### config.mk
export PLATFORM = sky130hd
export DESIGN_NAME = meter_master_frame_builder
export DESIGN_NICKNAME = d
export VERILOG_FILES = /design/src/hdl/mmfb_pkg.sv /design/src/hdl/mmfb_emit.sv /design/src/hdl/meter_master_frame_builder.sv
export SDC_FILE = /design/constraint.sdc
export NUM_CORES = 1
export LEC_CHECK = 0
export ABC_AREA = 1
export BUFFER_PORTS_ARGS = -buffer_cell sky130_fd_sc_hd__buf_2
export CORE_MARGIN = 2
export CORE_UTILIZATION = 35
export CTS_BUF_LIST = sky130_fd_sc_hd__clkbuf_4
export CTS_CLUSTER_SIZE = 24
export DETAILED_ROUTE_END_ITERATION = 8
export SETUP_SLACK_MARGIN = 0.5
export SLEW_MARGIN = 10
export SYNTH_ARGS = -nofsm -noshare
export SYNTH_HDL_FRONTEND = slang
export SYNTH_HIERARCHICAL = 1
export SYNTH_SLANG_ARGS = --single-unit
### constraint.sdc
create_clock -name clock -period 6.8 [get_ports clock]
set_input_delay 0.34 -clock clock [delete_from_list [all_inputs] [get_ports clock]]
set_output_delay 0.34 -clock clock [all_outputs]
set_load 0.02 [all_outputs]
### src/hdl/mmfb_pkg.sv
// mmfb_pkg: types, constants and the control-byte function of the
// master frame builder. Used by mmfb_emit and meter_master_frame_builder.
// No dependencies.
package mmfb_pkg;

   localparam int unsigned ADDR_W = 24;
   localparam int unsigned LEN_W  = 14;
   localparam int unsigned STEP_W = 5;

   localparam logic [7:0] START_CHAR = 8'h68;
   localparam logic [7:0] END_CHAR   = 8'h16;
   localparam logic [7:0] CTRL_BASE  = 8'h40;
   localparam logic [7:0] CTRL_CONF  = 8'h10;
   localparam logic [7:0] CTRL_FCB   = 8'h20;
   localparam logic [7:0] SEQ_MASK   = 8'h0f;
   localparam logic [15:0] HDR_EXTRA = 16'd8;

   // positions of the emitter inside one frame segment
   localparam logic [STEP_W-1:0] STEP_START1  = 5'd0;
   localparam logic [STEP_W-1:0] STEP_LEN1_LO = 5'd1;
   localparam logic [STEP_W-1:0] STEP_LEN1_HI = 5'd2;
   localparam logic [STEP_W-1:0] STEP_LEN2_LO = 5'd3;
   localparam logic [STEP_W-1:0] STEP_LEN2_HI = 5'd4;
   localparam logic [STEP_W-1:0] STEP_START2  = 5'd5;
   localparam logic [STEP_W-1:0] STEP_CTRL    = 5'd6;
   localparam logic [STEP_W-1:0] STEP_RGN0    = 5'd7;
   localparam logic [STEP_W-1:0] STEP_RGN1    = 5'd8;
   localparam logic [STEP_W-1:0] STEP_RGN2    = 5'd9;
   localparam logic [STEP_W-1:0] STEP_TRM0    = 5'd10;
   localparam logic [STEP_W-1:0] STEP_TRM1    = 5'd11;
   localparam logic [STEP_W-1:0] STEP_TRM2    = 5'd12;
   localparam logic [STEP_W-1:0] STEP_MST     = 5'd13;
   localparam logic [STEP_W-1:0] STEP_DATA    = 5'd14;
   localparam logic [STEP_W-1:0] STEP_SUM     = 5'd15;
   localparam logic [STEP_W-1:0] STEP_END     = 5'd16;

   // register indexes on the csr port
   localparam logic [1:0] REG_REGION   = 2'd0;
   localparam logic [1:0] REG_TERMINAL = 2'd1;
   localparam logic [1:0] REG_MASTER   = 2'd2;

   localparam logic OP_DATA   = 1'b0;
   localparam logic OP_TOGGLE = 1'b1;

   // one accepted word worth of output bytes
   typedef struct packed {
      logic        header;
      logic        tail;
      logic [7:0]  ctrl;
      logic [15:0] total;
      logic [7:0]  data;
      logic [7:0]  csum;
   } job_type;

   typedef struct packed {
      logic [ADDR_W-1:0] region;
      logic [ADDR_W-1:0] terminal;
      logic [7:0]        master;
   } addr_type;

   function automatic logic [7:0] control_byte(input logic [7:0] afn, input logic fcb);
      logic [7:0] code;
      logic       conf;
      code = 8'h00;
      conf = 1'b0;
      case (afn) inside
         8'd1: code = 8'd1;
         8'd2: code = 8'd9;
         8'd4: begin
            code = 8'd10;
            conf = 1'b1;
         end
         8'd6, 8'd10, [8'd12:8'd16], [8'd18:8'd21]: begin
            code = 8'd11;
            conf = 1'b1;
         end
         default: code = 8'h00;
      endcase
      if (conf) begin
         code = code + CTRL_CONF + (fcb ? CTRL_FCB : 8'h00);
      end
      return code + CTRL_BASE;
   endfunction

endpackage

### src/hdl/mmfb_emit.sv
// mmfb_emit: holds one prepared word and steps through its output bytes
// (header, data byte, checksum and end char). Depends on mmfb_pkg.
module mmfb_emit (
   input  logic              clock,
   input  logic              reset,
   input  logic              load,
   input  mmfb_pkg::job_type job_in,
   input  mmfb_pkg::addr_type addr,
   output logic              free,
   output logic              rsp_valid,
   input  logic              rsp_ready,
   output logic [7:0]        rsp_frame_byte,
   output logic              rsp_last_of_frame
);
   import mmfb_pkg::*;

   job_type           job_ff, job_in_q;
   logic              valid_ff, valid_in;
   logic [STEP_W-1:0] step_ff, step_in;
   logic [STEP_W-1:0] end_step;
   logic              done;

   assign end_step = job_ff.tail ? STEP_END : STEP_DATA;
   assign done     = valid_ff && rsp_ready && (step_ff == end_step);
   assign free     = !valid_ff || done;

   always_comb begin
      valid_in = valid_ff;
      step_in  = step_ff;
      job_in_q = job_ff;
      if (load) begin
         valid_in = 1'b1;
         job_in_q = job_in;
         step_in  = job_in.header ? STEP_START1 : STEP_DATA;
      end else if (done) begin
         valid_in = 1'b0;
      end else if (valid_ff && rsp_ready) begin
         step_in = step_ff + 5'd1;
      end
   end

   always_ff @(posedge clock) begin
      if (reset) begin
         valid_ff <= 1'b0;
         step_ff  <= STEP_START1;
      end else begin
         valid_ff <= valid_in;
         step_ff  <= step_in;
      end
      job_ff <= job_in_q;
   end

   always_comb begin
      unique case (step_ff)
         STEP_START1:  rsp_frame_byte = START_CHAR;
         STEP_LEN1_LO: rsp_frame_byte = job_ff.total[7:0];
         STEP_LEN1_HI: rsp_frame_byte = job_ff.total[15:8];
         STEP_LEN2_LO: rsp_frame_byte = job_ff.total[7:0];
         STEP_LEN2_HI: rsp_frame_byte = job_ff.total[15:8];
         STEP_START2:  rsp_frame_byte = START_CHAR;
         STEP_CTRL:    rsp_frame_byte = job_ff.ctrl;
         STEP_RGN0:    rsp_frame_byte = addr.region[7:0];
         STEP_RGN1:    rsp_frame_byte = addr.region[15:8];
         STEP_RGN2:    rsp_frame_byte = addr.region[23:16];
         STEP_TRM0:    rsp_frame_byte = addr.terminal[7:0];
         STEP_TRM1:    rsp_frame_byte = addr.terminal[15:8];
         STEP_TRM2:    rsp_frame_byte = addr.terminal[23:16];
         STEP_MST:     rsp_frame_byte = addr.master;
         STEP_DATA:    rsp_frame_byte = job_ff.data;
         STEP_SUM:     rsp_frame_byte = job_ff.csum;
         STEP_END:     rsp_frame_byte = END_CHAR;
         default:      rsp_frame_byte = 8'h00;
      endcase
   end

   assign rsp_valid         = valid_ff;
   assign rsp_last_of_frame = (step_ff == STEP_END);

   a_step_range: assert property (@(posedge clock) disable iff (reset)
      valid_ff |-> step_ff <= STEP_END)
      else $error("emitter step past end char");

   a_header_start: assert property (@(posedge clock) disable iff (reset)
      load && job_in.header |=> valid_ff && step_ff == STEP_START1)
      else $error("header word did not start at first start char");

   a_no_overrun: assert property (@(posedge clock) disable iff (reset)
      load |-> free)
      else $error("word loaded while previous one still pending");

endmodule

### src/hdl/meter_master_frame_builder.sv
// meter_master_frame_builder: top level of the master frame builder with
// csr registers, frame state and checksum. Depends on mmfb_pkg, mmfb_emit.
//
// Usage: user-data words come in on the req_ channel, one byte per word,
// the first of a frame being the function code with req_payload_length
// valid on it. req_operation high instead flips the frame-count bit and
// produces no output. Frame bytes leave on the rsp_ channel, with
// rsp_last_of_frame high on the closing end char.
// The first output byte of a word shows in the cycle after accept.
// Output bytes per word: a middle data word gives one byte; the first
// word of a frame gives 15 bytes (14 header bytes plus the data byte), the
// last word of a frame adds the checksum and end char. The single word holding
// register in mmfb_emit paces the words: a new word is taken in the cycle its
// last output byte is taken.
// A first byte with length 0 or above MAX_PAYLOAD is taken and dropped.
// Reset clears frame state, the frame-count bit, the sequence count and
// the address registers. When rsp_ready is low the current byte holds and
// req_ready stays low until the pending word's last byte goes out.
// Registers: region address at 0x0, terminal address at 0x4, master at 0x8.
module meter_master_frame_builder #(
   parameter int unsigned MAX_PAYLOAD = 16383
) (
   input  logic        clock,
   input  logic        reset,
   input  logic        req_valid,
   output logic        req_ready,
   input  logic        req_operation,
   input  logic [7:0]  req_payload_byte,
   input  logic [13:0] req_payload_length,
   output logic        rsp_valid,
   input  logic        rsp_ready,
   output logic [7:0]  rsp_frame_byte,
   output logic        rsp_last_of_frame,
   input  logic        psel,
   input  logic        penable,
   input  logic        pwrite,
   input  logic [3:0]  paddr,
   input  logic [31:0] pwdata,
   output logic [31:0] prdata,
   output logic        pready
);
   import mmfb_pkg::*;

   localparam logic [16:0] MaxLen = 17'(MAX_PAYLOAD);

   logic [ADDR_W-1:0] region_ff, region_in;
   logic [ADDR_W-1:0] terminal_ff, terminal_in;
   logic [7:0]        master_ff, master_in;

   logic [LEN_W-1:0] pos_ff, pos_in;
   logic [LEN_W-1:0] flen_ff, flen_in;
   logic [7:0]       sum_ff, sum_in;
   logic [3:0]       seq_ff, seq_in;
   logic             fcb_ff, fcb_in;

   logic             wr_en;
   logic [1:0]       reg_idx;
   logic             accept;
   logic             first;
   logic             bad_len;
   logic             load;
   logic [LEN_W-1:0] flen_cur;
   logic [LEN_W-1:0] pos_next;
   logic             tail;
   logic [7:0]       data_b;
   logic [7:0]       ctrl;
   logic [7:0]       addr_sum;
   logic [7:0]       sum_base;
   logic [7:0]       sum_new;
   job_type          job;
   addr_type         addr;
   logic             emit_free;

   // csr port
   assign pready  = 1'b1;
   assign wr_en   = psel && penable && pwrite;
   assign reg_idx = paddr[3:2];

   always_comb begin
      region_in   = region_ff;
      terminal_in = terminal_ff;
      master_in   = master_ff;
      if (wr_en) begin
         unique case (reg_idx)
            REG_REGION:   region_in   = pwdata[ADDR_W-1:0];
            REG_TERMINAL: terminal_in = pwdata[ADDR_W-1:0];
            REG_MASTER:   master_in   = pwdata[7:0];
            default:      master_in   = master_ff;
         endcase
      end
   end

   always_comb begin
      unique case (reg_idx)
         REG_REGION:   prdata = {8'h00, region_ff};
         REG_TERMINAL: prdata = {8'h00, terminal_ff};
         REG_MASTER:   prdata = {24'h000000, master_ff};
         default:      prdata = 32'h00000000;
      endcase
   end

   // word processing
   assign accept   = req_valid && req_ready;
   assign first    = (pos_ff == '0);
   assign bad_len  = (req_payload_length == '0) || (17'(req_payload_length) > MaxLen);
   assign flen_cur = first ? req_payload_length : flen_ff;
   assign pos_next = pos_ff + 14'd1;
   assign tail     = (pos_next >= flen_cur);
   // sequence bits go into the second data byte only
   assign data_b   = (pos_ff == 14'd1) ? (req_payload_byte | ({4'h0, seq_ff} & SEQ_MASK))
                                       : req_payload_byte;
   assign ctrl     = control_byte(req_payload_byte, fcb_ff);
   assign addr_sum = region_ff[7:0] + region_ff[15:8] + region_ff[23:16]
                   + terminal_ff[7:0] + terminal_ff[15:8] + terminal_ff[23:16]
                   + master_ff;
   assign sum_base = first ? (ctrl + addr_sum) : sum_ff;
   assign sum_new  = sum_base + data_b;

   assign load = accept && (req_operation == OP_DATA) && !(first && bad_len);

   always_comb begin
      job.header = first;
      job.tail   = tail;
      job.ctrl   = ctrl;
      job.total  = 16'(req_payload_length) + HDR_EXTRA;
      job.data   = data_b;
      job.csum   = sum_new;
   end

   always_comb begin
      pos_in  = pos_ff;
      flen_in = flen_ff;
      sum_in  = sum_ff;
      seq_in  = seq_ff;
      fcb_in  = fcb_ff;
      if (accept && req_operation == OP_TOGGLE) begin
         fcb_in = !fcb_ff;
      end else if (load) begin
         flen_in = flen_cur;
         if (tail) begin
            pos_in = '0;
            sum_in = 8'h00;
            seq_in = seq_ff + 4'd1;
         end else begin
            pos_in = pos_next;
            sum_in = sum_new;
         end
      end
   end

   always_ff @(posedge clock) begin
      if (reset) begin
         region_ff   <= '0;
         terminal_ff <= '0;
         master_ff   <= '0;
         pos_ff      <= '0;
         flen_ff     <= '0;
         sum_ff      <= '0;
         seq_ff      <= '0;
         fcb_ff      <= 1'b0;
      end else begin
         region_ff   <= region_in;
         terminal_ff <= terminal_in;
         master_ff   <= master_in;
         pos_ff      <= pos_in;
         flen_ff     <= flen_in;
         sum_ff      <= sum_in;
         seq_ff      <= seq_in;
         fcb_ff      <= fcb_in;
      end
   end

   assign addr.region   = region_ff;
   assign addr.terminal = terminal_ff;
   assign addr.master   = master_ff;

   assign req_ready = emit_free;

   mmfb_emit u_emit (
      .clock             (clock),
      .reset             (reset),
      .load              (load),
      .job_in            (job),
      .addr              (addr),
      .free              (emit_free),
      .rsp_valid         (rsp_valid),
      .rsp_ready         (rsp_ready),
      .rsp_frame_byte    (rsp_frame_byte),
      .rsp_last_of_frame (rsp_last_of_frame)
   );

   a_pos_in_frame: assert property (@(posedge clock) disable iff (reset)
      pos_ff != '0 |-> pos_ff < flen_ff)
      else $error("byte position beyond latched frame length");

   a_seq_on_tail: assert property (@(posedge clock) disable iff (reset)
      load && tail |=> seq_ff == $past(seq_ff) + 4'd1 && pos_ff == '0)
      else $error("frame end did not advance sequence");

   a_toggle_silent: assert property (@(posedge clock) disable iff (reset)
      accept && req_operation == OP_TOGGLE |=> fcb_ff != $past(fcb_ff) && !$rose(rsp_valid))
      else $error("toggle word misbehaved");

endmodule

==> run metrics <==
result of the run=complete, no violations; Final Net Count=1490; highest clock frequency the design can meet=182.0 MHz; first-pass GRT wire length=40.32 mm; Setup Crit Path Kind=input pin to register; overall track demand over capacity in global routing=0.1816; actual transition at the worst max-transition pin=1090 ps; required time at the endpoint of the critical path=7130 ps; wire length reported by the detailed router=25.40 mm; leakage power figure=4.833 nW; number of violations reported at the end of detailed-routing iteration 0=547; Initial Util=0.3570; placed wire-length estimate after detailed placement=19.32 mm; cts repair resizes=0; fin area=0.01060 sq mm; share of post-route cells with drive strength above 1=0.1252; part of the power in registers=0.477; cell type with the highest aggregate area in the netlist=sky130_fd_sc_hd__dfxtp_1; number of enable-type register cells in the synthesized netlist=41; post-route clock period utilization=0.8081; R2R depth=19; setup repair after global routing missed its margin=no; instance area at placement=0.01005 sq mm; list of most frequent post-synthesis cells=sky130_fd_sc_hd__nand2_1, sky130_fd_sc_hd__nor2_1, sky130_fd_sc_hd__inv_1; number of search-and-repair iterations in the first detailed-routing pass=7; CTS tree=yes; maximum net fanout on the critical path=5; filler cell count in the final layout=2701; number of placed cells counting well taps=1639; routability cong.=0.8600; number of global-route vias before repair=7542; Die Footprint=0.02790 sq mm; Largest stage delay, worst path=560 ps; port buffer count=90; Synth Area per Inst=7.496 sq um; clock group share of total power=0.317; Clock Skews=35.11 ps; FF+latch count, synth=144; count of warnings emitted by yosys=6; CORE AREA=0.02606 sq mm; number of endpoints failing setup at the final stage=0; Async SR Flop Fraction=0; net load switching power=659.6 uW; clock transition time at the flip-flop clock pins of the worst setup and hold paths=130 ps; count of nets left with antenna violations after detail routing=0; maximum number of pins on one net before global-route repair=58; die span in x=167.0 um; netlist area before placement=0.009303 sq mm; P per Cell Area=188.8 mW/mm^2; IR drop worst, VDD=0.1266 mV; synth-to-layout area growth=13.89%; CTS Sinks=144; Synth Instances=1241; Pins Over Slew Limit=0; initial antenna violation count=2; total negative slack for setup checks=0 ps; element type at the critical path end=register; worst hold path cell count=3; overall overflow remaining after global route=0; internal power component=1.341 mW; count of standard-cell rows=59; total power consumption of the routed design=2.001 mW; cell with the most instances on the worst path=sky130_fd_sc_hd__nand2_1; max-slew headroom at the worst pin=0.2707; dpl ws=1273 ps; insertion delay of the later-clocked pin in the worst-skew pair=570 ps; count of max-cap constraint violations=0; via count=8250; fraction of power consumed by combinational cells=0.206; most area-consuming cells after synthesis=sky130_fd_sc_hd__dfxtp_1, sky130_fd_sc_hd__edfxtp_1, sky130_fd_sc_hd__nand2_1, sky130_fd_sc_hd__fa_1, sky130_fd_sc_hd__nor2_1; part of the Yosys area used for sequential elements=0.3540; top flip-flop cell by instance count after synthesis=sky130_fd_sc_hd__dfxtp_1; cell at the root of the clock tree=sky130_fd_sc_hd__clkbuf_4; non-filler cells, final=1695; switching portion of total power=0.3297; number of top-level design ports=110; Arrival @ worst endpoint=5820 ps; Die Y-Extent=167.0 um; per-cell via count in the routed design=4.867; cts bufs inserted=17; Hold Vio Cnt, Final=0; startpoint type of the worst setup path=input pin; fraction of post-synthesis cell area in the top cell type by area=0.2217; average wire length per cell after detail routing=14.99 um; H-tree levels=4; worst hold path class=input pin to register; buffers from clock root to sink, at most=2; min cycle time layout=5495 ps; Yosys cell types=46; dominant cell by count in the synthesized netlist=sky130_fd_sc_hd__nand2_1; DR DRC count=0; Max stage delay cell, worst path=sky130_fd_sc_hd__dlygate4sd3_1; minimum setup slack in the final design=1305 ps
-- flip-flops by register name, summed over array words and instances, names as in the netlist --
name              cells
master_ff             8
terminal_ff          24
fcb_ff                1
pos_ff               14
u_emit/rsp_valid      1
u_emit/job_ff        41
flen_ff              14
u_emit/step_ff        5
region_ff            24
seq_ff                4
sum_ff                8
-- per-layer routing --
metal | wire, um | up-vias | GRT usage
met1 | 11550 | 3831 | 0.2423
li1 | - | 4201 | -
met4 | 301 | 0 | 0.04235
met5 | 0 | - | 0
met3 | 1226 | 18 | 0.03303
met2 | 12320 | 200 | 0.3058
-- cell usage in the layout, fill, tap and decap left out, types with 4 or more instances in the layout --
cell and count:
sky130_fd_sc_hd__a211oi_1 7, sky130_fd_sc_hd__a211oi_2 8, sky130_fd_sc_hd__a21oi_1 64, sky130_fd_sc_hd__a22o_1 12
sky130_fd_sc_hd__buf_2 90, sky130_fd_sc_hd__buf_4 8, sky130_fd_sc_hd__clkbuf_4 17, sky130_fd_sc_hd__conb_1 13
sky130_fd_sc_hd__dfxtp_1 103, sky130_fd_sc_hd__dlygate4sd3_1 22, sky130_fd_sc_hd__edfxtp_1 41, sky130_fd_sc_hd__fa_1 38
sky130_fd_sc_hd__ha_1 41, sky130_fd_sc_hd__inv_1 150, sky130_fd_sc_hd__inv_2 6, sky130_fd_sc_hd__inv_6 6
sky130_fd_sc_hd__nand2_1 300, sky130_fd_sc_hd__nand2_2 6, sky130_fd_sc_hd__nand3_1 56, sky130_fd_sc_hd__nand4_1 19
sky130_fd_sc_hd__nor2_1 157, sky130_fd_sc_hd__nor2_2 7, sky130_fd_sc_hd__nor2_4 4, sky130_fd_sc_hd__nor3_1 13
sky130_fd_sc_hd__o211ai_1 5, sky130_fd_sc_hd__o21ai_0 90, sky130_fd_sc_hd__xnor2_1 7, sky130_fd_sc_hd__xor2_1 25
-- layout make-up --
class / count / area [sq um] / share of cell area
clock buffers: 17 / 127.6 / 0.01205
diodes: 2 / 5.005 / 0.0004724
repair buffers: 120 / 730.7 / 0.06897
flip-flops and latches: 144 / 3293 / 0.3108
inverters: 159 / 596.8 / 0.05633
multi-input cells: 903 / 5229 / 0.4935
well taps: 335 / 419.2 / 0.03956
clock inverters: 15 / 193.9 / 0.01830
-- per-stage QoR --
step | utilization | hold slack, ps
2_1_floorplan | - | 409.1
3_3_place_gp | 0.3856 | 452.9
3_5_place_dp | 0.3856 | 457.0
4_1_cts | 0.4060 | 0.8106
5_1_grt | 0.4066 | 6.561
6_report | 0.4066 | 41.03
-- worst max-delay path: cells and delay by family --
family / cells / cell delay (ps)
AND/OR/NAND/NOR: 8 / 1080
XOR/XNOR: 2 / 380
buffers and inverters: 6 / 1020
adder cells (fa/ha/maj): 5 / 2340
AO/OA/AOI/OAI: 5 / 670
-- kinds of logic (layout without fill, tap and decap cells) --
kind of cell	count (synthesis)	count (layout)	share of synthesized area
AND/OR/NAND/NOR	575	575	0.2609
buffers and inverters	205	311	0.08863
AO/OA/AOI/OAI	204	204	0.1286
flip-flops	144	144	0.3540
adder cells (fa/ha/maj)	79	79	0.1369
XOR/XNOR	32	32	0.03013
other	2	15	0.0008073
-- power by group through the flow --
stage	Sequential (mW)	Clock [mW]	Combinational [mW]
after detailed placement	0.974	0	0.401
after floorplan	0.966	0	0.287
after CTS	0.955	0.651	0.414
final	0.955	0.634	0.411
after global placement	0.973	0	0.396
after global routing	0.960	0.688	0.464
-- final timing paths --
path,endpoint,start,slack (ps)
hold / removal,terminal_ff[11],pwdata[11],40
hold reg to reg,sum_ff[5],sum_ff[5],470
setup reg to reg,u_emit/job_ff[7],region_ff[18],1640
setup / recovery,u_emit/job_ff[7],req_payload_byte[5],1310
-- what timing repair did --
item / in CTS / in global routing
hold endpoints to repair: 34 / 1
hold buffers: 21 / 1
setup buffers: 0 / 0
No activity file was read; power rests on OpenSTA's default activity.
